File: src/hdl/vpd_pkg.sv
package vpd_pkg;

  typedef struct packed {
    logic [7:0] payload_byte;
    logic       last_byte;
  } in_item_t;

  typedef struct packed {
    logic [1:0]  status;
    logic        non_reference;
    logic        start_of_partition;
    logic [2:0]  partition_index;
    logic [1:0]  picture_id_kind;
    logic [14:0] picture_id;
    logic [1:0]  extras_present;
    logic [7:0]  tl0_index;
    logic [1:0]  temporal_layer;
    logic        layer_sync;
    logic [4:0]  key_index;
    logic        is_key_frame;
  } out_item_t;

  // Request moved from the input register into the parser.
  typedef struct packed {
    logic     step;
    in_item_t item;
  } step_req_t;

endpackage

File: src/hdl/vp8_payload_descriptor_parser_core.sv
// VP8 RTP payload descriptor parser. Payload bytes enter on the input channel,
// with last_byte set on the final byte of each payload; exactly one result
// leaves per payload, on its last byte. Each accepted byte lands in an input
// register and, unless it is a held last byte, is folded into the phase state
// in the following cycle, so the block sustains one byte per clock while no
// last byte is held. The result is formed from a payload's last byte and is
// loaded into the output register once that is free; it sits there until
// taken. A last byte waits in the input register while the previous result
// is still pending downstream, and the bytes behind it wait with it; all other
// bytes keep flowing. Status reports ok, a payload without the extension bit,
// or a descriptor cut short; on a non-ok status every other field reads zero.
module vp8_payload_descriptor_parser_core (
  input  logic                clk,
  input  logic                rst,
  input  logic                in_valid,
  output logic                in_ready,
  input  vpd_pkg::in_item_t   in_item,
  output logic                out_valid,
  input  logic                out_ready,
  output vpd_pkg::out_item_t  out_item
);

  vpd_pkg::step_req_t  req;
  vpd_pkg::out_item_t  result;
  logic                result_load;
  logic                result_free;

  vpd_input_reg u_input_reg (
    .clk         (clk),
    .rst         (rst),
    .in_valid    (in_valid),
    .in_ready    (in_ready),
    .in_item     (in_item),
    .result_free (result_free),
    .req         (req)
  );

  vpd_parser u_parser (
    .clk         (clk),
    .rst         (rst),
    .req         (req),
    .result_load (result_load),
    .result      (result)
  );

  vpd_result_reg u_result_reg (
    .clk         (clk),
    .rst         (rst),
    .result_load (result_load),
    .result      (result),
    .result_free (result_free),
    .out_valid   (out_valid),
    .out_ready   (out_ready),
    .out_item    (out_item)
  );

endmodule

File: src/hdl/vpd_input_reg.sv
module vpd_input_reg (
  input  logic                clk,
  input  logic                rst,
  input  logic                in_valid,
  output logic                in_ready,
  input  vpd_pkg::in_item_t   in_item,
  input  logic                result_free,
  output vpd_pkg::step_req_t  req
);

  logic              held_valid;
  vpd_pkg::in_item_t held_item;
  logic              advance;

  // A last byte waits here until the result register can take its result.
  assign advance  = held_valid && (!held_item.last_byte || result_free);
  assign in_ready = !held_valid || advance;

  assign req.step = advance;
  assign req.item = held_item;

  always_ff @(posedge clk) begin
    if (rst) begin
      held_valid <= 1'b0;
    end else if (in_ready) begin
      held_valid <= in_valid;
    end
    if (in_ready && in_valid) begin
      held_item <= in_item;
    end
  end

endmodule

File: src/hdl/vpd_parser.sv
module vpd_parser (
  input  logic                clk,
  input  logic                rst,
  input  vpd_pkg::step_req_t  req,
  output logic                result_load,
  output vpd_pkg::out_item_t  result
);

  typedef enum logic [2:0] {
    PH_FIRST  = 3'd0,
    PH_EXT    = 3'd1,
    PH_PID1   = 3'd2,
    PH_PID2   = 3'd3,
    PH_TL0    = 3'd4,
    PH_LAYER  = 3'd5,
    PH_KEYCHK = 3'd6,
    PH_SKIP   = 3'd7
  } phase_t;

  localparam logic [1:0] STATUS_OK           = 2'd0;
  localparam logic [1:0] STATUS_NOT_EXTENDED = 2'd1;
  localparam logic [1:0] STATUS_TRUNCATED    = 2'd2;

  localparam logic [1:0] KIND_ABSENT = 2'd0;
  localparam logic [1:0] KIND_SHORT  = 2'd1;
  localparam logic [1:0] KIND_LONG   = 2'd2;

  phase_t      phase, phase_next;
  logic [3:0]  ext_flags, ext_flags_next;
  logic [4:0]  hdr, hdr_next;
  logic [14:0] pic_id, pic_id_next;
  logic [1:0]  pic_kind, pic_kind_next;
  logic [7:0]  tl0, tl0_next;
  logic [7:0]  layer, layer_next;
  logic [1:0]  extras, extras_next;
  logic        key, key_next;
  logic [1:0]  status, status_next;

  logic [7:0]  b;
  logic [1:0]  st;

  // Next phase once 'done' is complete, skipping parts that are absent.
  function automatic phase_t phase_after(input phase_t done, input logic [3:0] flags);
    phase_t p;
    if (done < PH_PID1 && flags[3]) begin
      p = PH_PID1;
    end else if (done < PH_TL0 && flags[2]) begin
      p = PH_TL0;
    end else if (done < PH_LAYER && (flags[1] || flags[0])) begin
      p = PH_LAYER;
    end else begin
      p = PH_KEYCHK;
    end
    return p;
  endfunction

  assign b = req.item.payload_byte;

  always_comb begin
    phase_next     = phase;
    ext_flags_next = ext_flags;
    hdr_next       = hdr;
    pic_id_next    = pic_id;
    pic_kind_next  = pic_kind;
    tl0_next       = tl0;
    layer_next     = layer;
    extras_next    = extras;
    key_next       = key;
    status_next    = status;
    case (phase)
      PH_FIRST: begin
        ext_flags_next = 4'd0;
        pic_id_next    = 15'd0;
        pic_kind_next  = KIND_ABSENT;
        tl0_next       = 8'd0;
        layer_next     = 8'd0;
        extras_next    = 2'd0;
        key_next       = 1'b0;
        hdr_next       = {b[5], b[4], b[2:0]};
        if (b[7]) begin
          status_next = STATUS_OK;
          phase_next  = PH_EXT;
        end else begin
          status_next = STATUS_NOT_EXTENDED;
          phase_next  = PH_SKIP;
        end
      end
      PH_EXT: begin
        ext_flags_next = b[7:4];
        extras_next    = {b[5] || b[4], b[6]};
        phase_next     = phase_after(PH_EXT, b[7:4]);
      end
      PH_PID1: begin
        if (b[7]) begin
          pic_kind_next = KIND_LONG;
          pic_id_next   = {b[6:0], 8'd0};
          phase_next    = PH_PID2;
        end else begin
          pic_kind_next = KIND_SHORT;
          pic_id_next   = {8'd0, b[6:0]};
          phase_next    = phase_after(PH_PID2, ext_flags);
        end
      end
      PH_PID2: begin
        pic_id_next = {pic_id[14:8], pic_id[7:0] | b};
        phase_next  = phase_after(PH_PID2, ext_flags);
      end
      PH_TL0: begin
        tl0_next   = b;
        phase_next = phase_after(PH_TL0, ext_flags);
      end
      PH_LAYER: begin
        layer_next = b;
        phase_next = PH_KEYCHK;
      end
      PH_KEYCHK: begin
        if (hdr[3] && hdr[2:0] == 3'd0 && !b[0]) begin
          key_next = 1'b1;
        end
        phase_next = PH_SKIP;
      end
      default: begin
        phase_next = PH_SKIP;
      end
    endcase
  end

  always_comb begin
    if (status_next != STATUS_OK) begin
      st = status_next;
    end else if (phase_next >= PH_EXT && phase_next <= PH_LAYER) begin
      st = STATUS_TRUNCATED;
    end else begin
      st = STATUS_OK;
    end
    result = '0;
    result.status = st;
    if (st == STATUS_OK) begin
      result.non_reference      = hdr_next[4];
      result.start_of_partition = hdr_next[3];
      result.partition_index    = hdr_next[2:0];
      result.picture_id_kind    = pic_kind_next;
      result.picture_id         = pic_id_next;
      result.extras_present     = extras_next;
      result.tl0_index          = tl0_next;
      if (extras_next[1]) begin
        result.temporal_layer = layer_next[7:6];
        result.layer_sync     = layer_next[5];
        result.key_index      = layer_next[4:0];
      end
      result.is_key_frame = key_next;
    end
  end

  assign result_load = req.step && req.item.last_byte;

  always_ff @(posedge clk) begin
    if (rst || result_load) begin
      phase     <= PH_FIRST;
      ext_flags <= 4'd0;
      hdr       <= 5'd0;
      pic_id    <= 15'd0;
      pic_kind  <= KIND_ABSENT;
      tl0       <= 8'd0;
      layer     <= 8'd0;
      extras    <= 2'd0;
      key       <= 1'b0;
      status    <= STATUS_OK;
    end else if (req.step) begin
      phase     <= phase_next;
      ext_flags <= ext_flags_next;
      hdr       <= hdr_next;
      pic_id    <= pic_id_next;
      pic_kind  <= pic_kind_next;
      tl0       <= tl0_next;
      layer     <= layer_next;
      extras    <= extras_next;
      key       <= key_next;
      status    <= status_next;
    end
  end

endmodule

File: src/hdl/vpd_result_reg.sv
module vpd_result_reg (
  input  logic                clk,
  input  logic                rst,
  input  logic                result_load,
  input  vpd_pkg::out_item_t  result,
  output logic                result_free,
  output logic                out_valid,
  input  logic                out_ready,
  output vpd_pkg::out_item_t  out_item
);

  assign result_free = !out_valid || out_ready;

  always_ff @(posedge clk) begin
    if (rst) begin
      out_valid <= 1'b0;
    end else if (result_free) begin
      out_valid <= result_load;
    end
    if (result_load) begin
      out_item <= result;
    end
  end

endmodule
File: config.mk
export PLATFORM = sky130hd
export DESIGN_NAME = vp8_payload_descriptor_parser_core
export DESIGN_NICKNAME = d
export VERILOG_FILES = /design/src/hdl/vpd_pkg.sv /design/src/hdl/vp8_payload_descriptor_parser_core.sv /design/src/hdl/vpd_input_reg.sv /design/src/hdl/vpd_parser.sv /design/src/hdl/vpd_result_reg.sv
export SDC_FILE = /design/constraint.sdc
export NUM_CORES = 1
export LEC_CHECK = 0
export BUFFER_PORTS_ARGS = -buffer_cell sky130_fd_sc_hd__buf_2
export CAP_MARGIN = 15
export CORE_MARGIN = 3
export CORE_UTILIZATION = 35
export CTS_CLUSTER_SIZE = 30
export DETAILED_ROUTE_END_ITERATION = 7
export HOLD_SLACK_MARGIN = 0.03
export PLACE_DENSITY_LB_ADDON = 0.1
export SYNTH_ARGS = -nofsm -noshare
export SYNTH_HDL_FRONTEND = slang
export SYNTH_HIERARCHICAL = 1
export SYNTH_SLANG_ARGS = --single-unit
File: constraint.sdc
create_clock -name clk -period 3.3 [get_ports clk]
set_input_delay 0.495 -clock clk [delete_from_list [all_inputs] [get_ports clk]]
set_output_delay 0.495 -clock clk [all_outputs]
set_load 0.02 [all_outputs]
==> results.json, run 1 <==
{
  "status": "finished clean",
  "ant_nets": 0,
  "grt-ovfl-total": 0,
  "cts_sinks": 103,
  "dieWidth_um": 124,
  "synth_top_flop_cell": "edfxtp_1",
  "ir_worst_vdd_mv": 0.216,
  "drv_cap": 0,
  "final_cell_count_no_fill": 673,
  "placed_area_um2": 5190,
  "grt_use_met3_pct": 2.91,
  "ys_ff_latch": 103,
  "first_pass_iters": 4,
  "dp_hpwl_mm": 8.05,
  "syn_nets": 476,
  "syn_area_um2": 4860,
  "path_class": "flip-flop to flip-flop",
  "grt_pass1_vias": 3355,
  "drt_wl_total_mm": 12.3,
  "final_common_cell": "buf_2",
  "cts_tree": "built",
  "syn_inst": 463,
  "cts_buffer_depth": 2,
  "dp_slack_ns": 1.05,
  "grt_pass1_wl_mm": 19.3,
  "final_cell_mix": "57 x buf_2, 53 x a21oi_1, 52 x edfxtp_1",
  "combPwrFrac_pct": 11.7,
  "grt_util_all_layers_pct": 16.8,
  "min_path_type": "primary input to flip-flop",
  "final_nets": 505,
  "worstSetupStartpointType": "flip-flop",
  "report.power.total_mw": 2.70,
  "busiest_layer": "met1",
  "clkPwrFrac_pct": 36.1,
  "rsz0062_at_grt": "false",
  "final_area_um2": 5450,
  "hold-worst-slack_ns": 0.314,
  "worstPathArrival_ns": 2.37,
  "setup.worst_path.end_class": "flip-flop",
  "postCtsHoldBufs": 0,
  "clkLatencyLatePin_ns": 0.35,
  "hold_violations": 0,
  "critPathLaunch": "u_parser/phase[1]$_SDFFE_PP0P_",
  "htreeDepth": 3,
  "gp_congestion": 0.812,
  "post_cts_buffers": 0,
  "drt_first_iter_violations": 301,
  "cp_data_required_time_ns": 3.45,
  "io_pins": 58,
  "syn2layout_area_growth_pct": 12.2,
  "r2r-start": "u_parser/phase[1]$_SDFFE_PP0P_",
  "p_leak_nw": 1.81,
  "clk_pin_slew_ns": 0.07,
  "synth.avg_cell_area_um2": 10.5,
  "io_buffers": 57,
  "layout-drive-gt1-share_pct": 27.0,
  "drc": 0,
  "async_flop_share_pct": 0,
  "p_int_mw": 1.97,
  "worstPathMaxFanout": 15,
  "die_y_um": 124,
  "grt_use_met2_pct": 23.6,
  "power_density_nw_per_um2": 495,
  "grt_max_degree": 50,
  "fin_ws_ns": 1.08,
  "max_slew_margin_pct": 31.1,
  "antenna_found_initial": 0,
  "setup_viol": 0,
  "ys_types": 45,
  "cts_resized": 0,
  "setup_tns_ns": 0,
  "initial_utilization_pct": 36.3,
  "fin_crit_ns": 2.22,
  "antennaDiodeCount": 0,
  "numCtsBuffers": 9,
  "met1_usage_pct": 25.5,
  "core_area_um2": 13400,
  "switching_share_pct": 27.1,
  "wl_per_cell_um": 18.3,
  "vias_per_cell": 5.29,
  "yosysWarningCount": 6,
  "num_vias": 3560,
  "worstHoldStart": "in_item[4]",
  "utilization_pct": 40.7,
  "seq_area_frac_synth_pct": 53.1,
  "synth_edf_count": 52,
  "slew_viol_final": 0,
  "die-area_um2": 15300,
  "p_seq_share_pct": 52.2,
  "worstMarginPinSlew_ns": 1.03,
  "skew_ns": 0.00786,
  "p_sw_mw": 0.731,
  "cts-root-buf": "clkbuf_16",
  "fmax_mhz": 450,
  "place_inst": 657,
  "rows": 42,
  "finalCritPeriodShare_pct": 67.3
}
==> metal layers <==
layer  wire length, um  share of wire [%]
met3               613                5.0
met2              5300                 43
met5                 0                  0
met4               191                1.5
met1              6220                 50
==> flip-flops by register name, indices dropped and copies added, names as in the netlist <==
name,flops
u_result_reg/out_item,43
u_parser/pic_kind,2
u_parser/key,1
u_parser/layer,8
u_input_reg/req,9
u_parser/status,2
u_parser/extras,2
u_parser/ext_flags,3
u_parser/pic_id,15
u_result_reg/out_valid,1
u_parser/tl0,8
u_parser/phase,3
u_parser/hdr,5
u_input_reg/held_valid,1
==> final cells by class <==
cell class / count / area (um2)
Clock buffer: 11 / 233
Clock inverter: 5 / 27.5
Fill cell: 1327 / 7950
Inverter: 13 / 48.8
Multi-Input combinational cell: 298 / 1960
Sequential cell: 103 / 2580
Tap cell: 176 / 220
Timing Repair Buffer: 67 / 385
==> worst paths after layout <==
path / cells past startpoint / slack (ns) / endpoint
setup / recovery: 4 / 1.08 / u_result_reg/out_item[8]$_DFFE_PP_
hold / removal: 1 / 0.31 / u_input_reg/req[4]$_DFFE_PP_
setup reg to reg: 4 / 1.08 / u_result_reg/out_item[8]$_DFFE_PP_
hold reg to reg: 2 / 0.45 / u_parser/ext_flags[2]$_SDFFE_PP0P_
==> cell usage after synthesis, types with 10 or more instances <==
cell       n  area [um2]
clkbuf_1  19        71.3
inv_1     12        45.0
a21oi_1   53         265
nor3_1    18        90.1
a211oi_1  10        75.1
nand3_1   20         100
a22oi_1   14         105
nor2_1    34         128
nand2_1   43         161
edfxtp_1  52        1560
nor4_2    38         475
dfxtp_1   51        1020
o21ai_0   10        50.1
==> power groups by stage <==
stage               Sequential (mW)  Combinational [mW]  Clock (mW)
floorplan                      1.44               0.236           0
global placement               1.44               0.316           0
detailed placement             1.44               0.316           0
CTS                            1.41               0.318        1.00
global route                   1.41               0.344        1.06
finish                         1.41               0.315       0.974
==> worst max-delay path, stage by stage, from the launching register on <==
cell     delay, ns
dfxtp_1       0.60
or3_1         0.40
o21a_1        0.25
nand2_1       0.39
nor4_2        0.38
==> cells by family (layout without fill, tap and decap cells) <==
logic type	after synthesis	in the layout	share of synthesized area, %
simple gates	182	182	24.2
compound gates	108	108	14.2
flops	103	103	53.1
buf+inv	62	96	6.77
mux	8	8	1.65
Note: power is estimated with default switching activity, not from simulation.
==> run 2, diff against run 1 <==
clock period = 2 ns   (was 3.3 ns; I/O delays follow)
==> run 2 against run 1 <==
Compared with the run above:
- first-iteration DRC count increased by 5.3%
- largest cell class unchanged
- register-to-register slack got worse by 0.97 ns
- via count grew 4.1%
- highest routed layer unchanged
- largest power group unchanged
- combinational power is 96% higher
- non-clock buffer count grew 30
- worst setup slack worse by 0.97 ns
- sequential power grew 64%
- wire length down 1.1%
==> results.json, run 2 (same netlist as run 1, synthesis figures left out) <==
{
  "worstMarginPinSlew_ns": 0.365,
  "critPathLaunch": "u_parser/phase[1]$_SDFFE_PP0P_",
  "antenna_found_initial": 0,
  "wl_per_cell_um": 17.3,
  "fillerInstances": 1286,
  "worstHoldEndpoint": "u_input_reg/req[7]$_DFFE_PP_",
  "numCtsBuffers": 9,
  "reg2reg_slack_ns": 0.11,
  "drv_cap": 0,
  "first_pass_iters": 5,
  "reg2reg_depth": 6,
  "p_leak_nw": 1.97,
  "hold-worst-slack_ns": 0.123,
  "rsz0062_at_grt": "true",
  "min_path_type": "primary input to flip-flop",
  "drc": 0,
  "rows": 42,
  "report.power.total_mw": 4.65,
  "cts-root-buf": "clkbuf_16",
  "htreeDepth": 3,
  "power_density_nw_per_um2": 807,
  "final_cell_mix": "57 x buf_2, 53 x a21oi_1, 52 x edfxtp_1",
  "num_vias": 3706,
  "setup_viol": 0,
  "postCtsHoldBufs": 0,
  "final_common_cell": "buf_2",
  "drt_first_iter_violations": 317,
  "io_buffers": 57,
  "hold_violations": 0,
  "fmax_mhz": 529,
  "final_nets": 535,
  "dp_hpwl_mm": 8.59,
  "gp_congestion": 0.911,
  "path_class": "flip-flop to flip-flop",
  "cts_sinks": 103,
  "setup.worst_path.end_class": "flip-flop",
  "ant_nets": 0,
  "worstPathMaxFanout": 24,
  "vias_per_cell": 5.27,
  "worstHoldStart": "in_item[7]",
  "final_cell_count_no_fill": 703,
  "reg2reg_to": "u_result_reg/out_item[14]$_DFFE_PP_",
  "area.sequential_um2": 2580,
  "grt_pass1_wl_mm": 19.5,
  "grt_util_all_layers_pct": 16.8,
  "finalCritPeriodShare_pct": 94.5,
  "cts_buffer_depth": 2,
  "ir_worst_vdd_mv": 0.317,
  "min_path_cells": 1,
  "skew_ns": 0.00569,
  "place_inst": 686,
  "initial_utilization_pct": 36.3,
  "slew_viol_final": 0,
  "worstPathArrival_ns": 1.98,
  "io_pins": 58,
  "grt_pass1_vias": 3450,
  "dieWidth_um": 124,
  "grt_max_degree": 50,
  "syn2layout_area_growth_pct": 18.6,
  "top_register": "u_result_reg/out_item",
  "grt-ovfl-total": 0,
  "drt_wl_total_mm": 12.2,
  "core_area_um2": 13400,
  "clk_pin_slew_ns": 0.07,
  "layout-drive-gt1-share_pct": 31.1,
  "status": "finished clean",
  "cts_tree": "built",
  "die_y_um": 124,
  "cp_data_required_time_ns": 2.09,
  "multiInputGateArea_um2": 1970,
  "antennaDiodeCount": 0,
  "fin_crit_ns": 1.89,
  "die-area_um2": 15300,
  "r2r-start": "u_parser/phase[1]$_SDFFE_PP0P_",
  "clkLatencyLatePin_ns": 0.35,
  "largest_reg_flops": 43,
  "max_slew_margin_pct": 75.0,
  "utilization_pct": 43.0,
  "worstSetupStartpointType": "flip-flop"
}
-- run 2: cell types whose count changed in the layout (fill, tap and decap cells not counted), sizes merged --
cell	delta
buf	+30
clkinvlp	+1
clkinv	-2
bufinv	+1
-- run 2: worst max-delay path by stage --
stage,endpoint,slack [ns],cells after the start
global route,u_result_reg/out_item[14]$_DFFE_PP_,-0.007,6
floorplan,u_parser/pic_id[0]$_SDFFE_PP0P_,0.01,10
CTS,u_result_reg/out_item[3]$_DFFE_PP_,0.06,6
detailed placement,u_result_reg/out_item[3]$_DFFE_PP_,0.08,6
finish,u_result_reg/out_item[14]$_DFFE_PP_,0.11,6
global placement,u_result_reg/out_item[3]$_DFFE_PP_,0.07,6
-- run 2: metrics by stage --
step | TNS (ns) | setup slack [ns] | instance area (um2)
global placement | 0 | 0.0667 | 5460
floorplan | 0 | 0.0104 | 4870
detailed placement | 0 | 0.0759 | 5460
CTS | 0 | 0.0609 | 5740
global route | -0.00773 | -0.00659 | 5760
finish | 0 | 0.110 | 5760
-- run 2: report_power, final --
part | total (mW) | internal [mW] | switching [mW] | leakage, nW
logic | 0.618 | 0.205 | 0.413 | 0.927
clock network | 1.73 | 0.960 | 0.767 | 0.132
registers | 2.31 | 2.27 | 0.0361 | 0.911
-- run 2: worst max-delay path, stage by stage, from the launching register on --
cell	delay [ns]
dfxtp_1	0.44
nor2_1	0.11
o211a_1	0.19
o41ai_4	0.38
buf_4	0.22
buf_12	0.20
nor4_2	0.07
-- run 2: area by class of cell --
| class | count | area share, % |
|---|---|---|
| well taps | 176 | 3.82 |
| clock inverters | 5 | 0.847 |
| flip-flops and latches | 103 | 44.8 |
| inverters | 13 | 0.847 |
| clock buffers | 11 | 4.04 |
| multi-input cells | 298 | 34.2 |
| repair buffers | 97 | 11.5 |
-- run 2: timing repair --
item | 4_1_cts | 5_1_grt
gates resized for setup | 0 | 5
endpoints found under the hold margin | 0 | 0
setup endpoints to repair | 0 | 38
buffers inserted | 0 | 1
-- run 2: metal layers --
metal  global-route usage [%]  wire (um)  up-vias
li1                         -          -     1812
met1                     25.4       6010     1772
met2                     24.5       5280      107
met3                     2.45        674       15
met4                     6.02        229        0
met5                        0          0        -
==> run 3, diff against run 2 <==
==> constraint.sdc (replaced) <==
create_clock -name clk -period 2 [get_ports clk]
set_input_delay 0.4 -clock clk [delete_from_list [all_inputs] [get_ports clk]]
set_output_delay 0.4 -clock clk [all_outputs]
set_load 0.02 [all_outputs]
==> run 3 against run 2 <==
Compared with the run above:
- count of clock-buffer cells in the layout did not move
- register-to-register slack better by 0.03 ns
- via count down 2.9%
- wire length fell by 1.4%
- global-route usage about the same
- clock skew up 0.00061 ns
- maximum frequency grew 1.6%
- critical path type unchanged
- final area fell by 2.5%
- sequential cell count is the same
==> results.json, run 3 (same netlist as run 1, synthesis figures left out) <==
{
  "status": "finished clean",
  "grt_util_all_layers_pct": 16.9,
  "finalCritPeriodShare_pct": 93.0,
  "ir_worst_vdd_mv": 0.338,
  "final_common_cell": "buf_2",
  "max_slew_margin_pct": 60.0,
  "path_class": "flip-flop to flip-flop",
  "p_sw_mw": 1.17,
  "setup.worst_path.end_class": "flip-flop",
  "fmax_mhz": 538,
  "final_nets": 525,
  "drt_first_iter_violations": 239,
  "skew_ns": 0.00630,
  "combPwrFrac_pct": 13.1,
  "dieWidth_um": 124,
  "cts_sinks": 103,
  "worstSetupStartpointType": "flip-flop",
  "p_seq_share_pct": 52.0,
  "numCtsBuffers": 9,
  "drv_cap": 0,
  "grt_pass1_wl_mm": 19.5,
  "worstPathMaxFanout": 42,
  "clkPwrFrac_pct": 34.9,
  "p_int_mw": 3.28,
  "grt_max_degree": 50,
  "min_path_type": "primary input to flip-flop",
  "die_y_um": 124,
  "syn2layout_area_growth_pct": 15.6,
  "num_vias": 3598,
  "setup_tns_ns": 0,
  "worstPathArrival_ns": 1.95,
  "rows": 42,
  "io_buffers": 57,
  "slew_viol_final": 0,
  "initial_utilization_pct": 36.3,
  "clkLatencyLatePin_ns": 0.35,
  "htreeDepth": 3,
  "core_area_um2": 13400,
  "final_cell_count_no_fill": 691,
  "first_pass_iters": 4,
  "hold_violations": 0,
  "cts-root-buf": "clkbuf_16",
  "p_leak_nw": 1.91,
  "top_register": "u_result_reg/out_item",
  "fillerInstances": 1325,
  "layout-drive-gt1-share_pct": 30.1,
  "setup_viol": 0,
  "final_cell_mix": "57 x buf_2, 53 x a21oi_1, 52 x edfxtp_1",
  "cts_buffer_depth": 2,
  "grt-ovfl-total": 0,
  "antennaDiodeCount": 0,
  "worstMarginPinSlew_ns": 0.601,
  "cp_data_required_time_ns": 2.09,
  "wl_per_cell_um": 17.4,
  "drt_wl_total_mm": 12.0,
  "antenna_found_initial": 0,
  "gp_congestion": 0.825,
  "grt_pass1_vias": 3517,
  "drc": 0,
  "clk_pin_slew_ns": 0.06,
  "vias_per_cell": 5.21,
  "fin_crit_ns": 1.86,
  "ant_nets": 0,
  "dp_hpwl_mm": 8.25,
  "power_density_nw_per_um2": 791,
  "switching_share_pct": 26.3,
  "rsz0062_at_grt": "false",
  "place_inst": 677,
  "io_pins": 58,
  "reg2reg_slack_ns": 0.14,
  "cts_tree": "built",
  "largest_reg_flops": 43,
  "postCtsHoldBufs": 0,
  "die-area_um2": 15300
}
[run 3: path summary, 6_finish.rpt]
kind,depth (start not counted),endpoint,from
worst min-delay path,1,u_input_reg/req[0]$_DFFE_PP_,in_item[0]
worst max-delay path,4,u_result_reg/out_item[1]$_DFFE_PP_,u_input_reg/req[8]$_DFFE_PP_
worst min register to register,2,u_parser/pic_id[12]$_SDFFE_PP0P_,u_parser/pic_id[12]$_SDFFE_PP0P_
worst max register to register,4,u_result_reg/out_item[1]$_DFFE_PP_,u_input_reg/req[8]$_DFFE_PP_
[run 3: layout make-up]
cell class | count | area (um2) | area share [%]
well taps | 176 | 220 | 3.92
clock inverters | 3 | 13.8 | 0.245
multi-input cells | 298 | 1960 | 34.9
clock buffers | 11 | 233 | 4.14
repair buffers | 87 | 561 | 9.97
inverters | 13 | 48.8 | 0.868
flip-flops and latches | 103 | 2580 | 46.0
[run 3: worst max-delay path, cell delays in order (launching register included)]
cell      delay, ns
edfxtp_1       0.45
o211a_1        0.29
o41ai_4        0.40
buf_12         0.30
nor4_1         0.10
[run 3: stage by stage]
step | instance area [um2] | hold slack [ns] | utilization [%] | setup WS (ns) | power, mW
2_1_floorplan | 4880 | 0.431 | - | 0.00387 | 2.77
3_3_place_gp | 5370 | 0.443 | 40.1 | 0.0747 | 2.94
3_5_place_dp | 5370 | 0.446 | 40.1 | 0.0246 | 2.94
4_1_cts | 5620 | 0.211 | 41.9 | 0.0177 | 4.50
5_1_grt | 5620 | 0.213 | 42.0 | 0.0286 | 4.64
6_report | 5620 | 0.222 | 42.0 | 0.140 | 4.44
[run 3: what timing repair did]
action / in CTS / in global routing
buffers inserted: 0 / 0
resized for setup: 0 / 4
setup endpoints to repair: 0 / 44
[run 3: power by group through the flow]
stage / Sequential, mW / Combinational, mW / Clock (mW)
2_1_floorplan: 2.37 / 0.395 / 0
3_3_place_gp: 2.36 / 0.585 / 0
3_5_place_dp: 2.36 / 0.586 / 0
4_1_cts: 2.31 / 0.588 / 1.60
5_1_grt: 2.32 / 0.639 / 1.68
6_report: 2.31 / 0.582 / 1.55
[run 3: metal layers]
layer | vias to the layer above | GRT usage (%) | share of wire [%]
met5 | - | 0 | 0
met4 | 0 | 5.61 | 1.4
met3 | 11 | 3.27 | 5.2
met2 | 92 | 25.0 | 46
met1 | 1706 | 24.7 | 48
li1 | 1789 | - | -
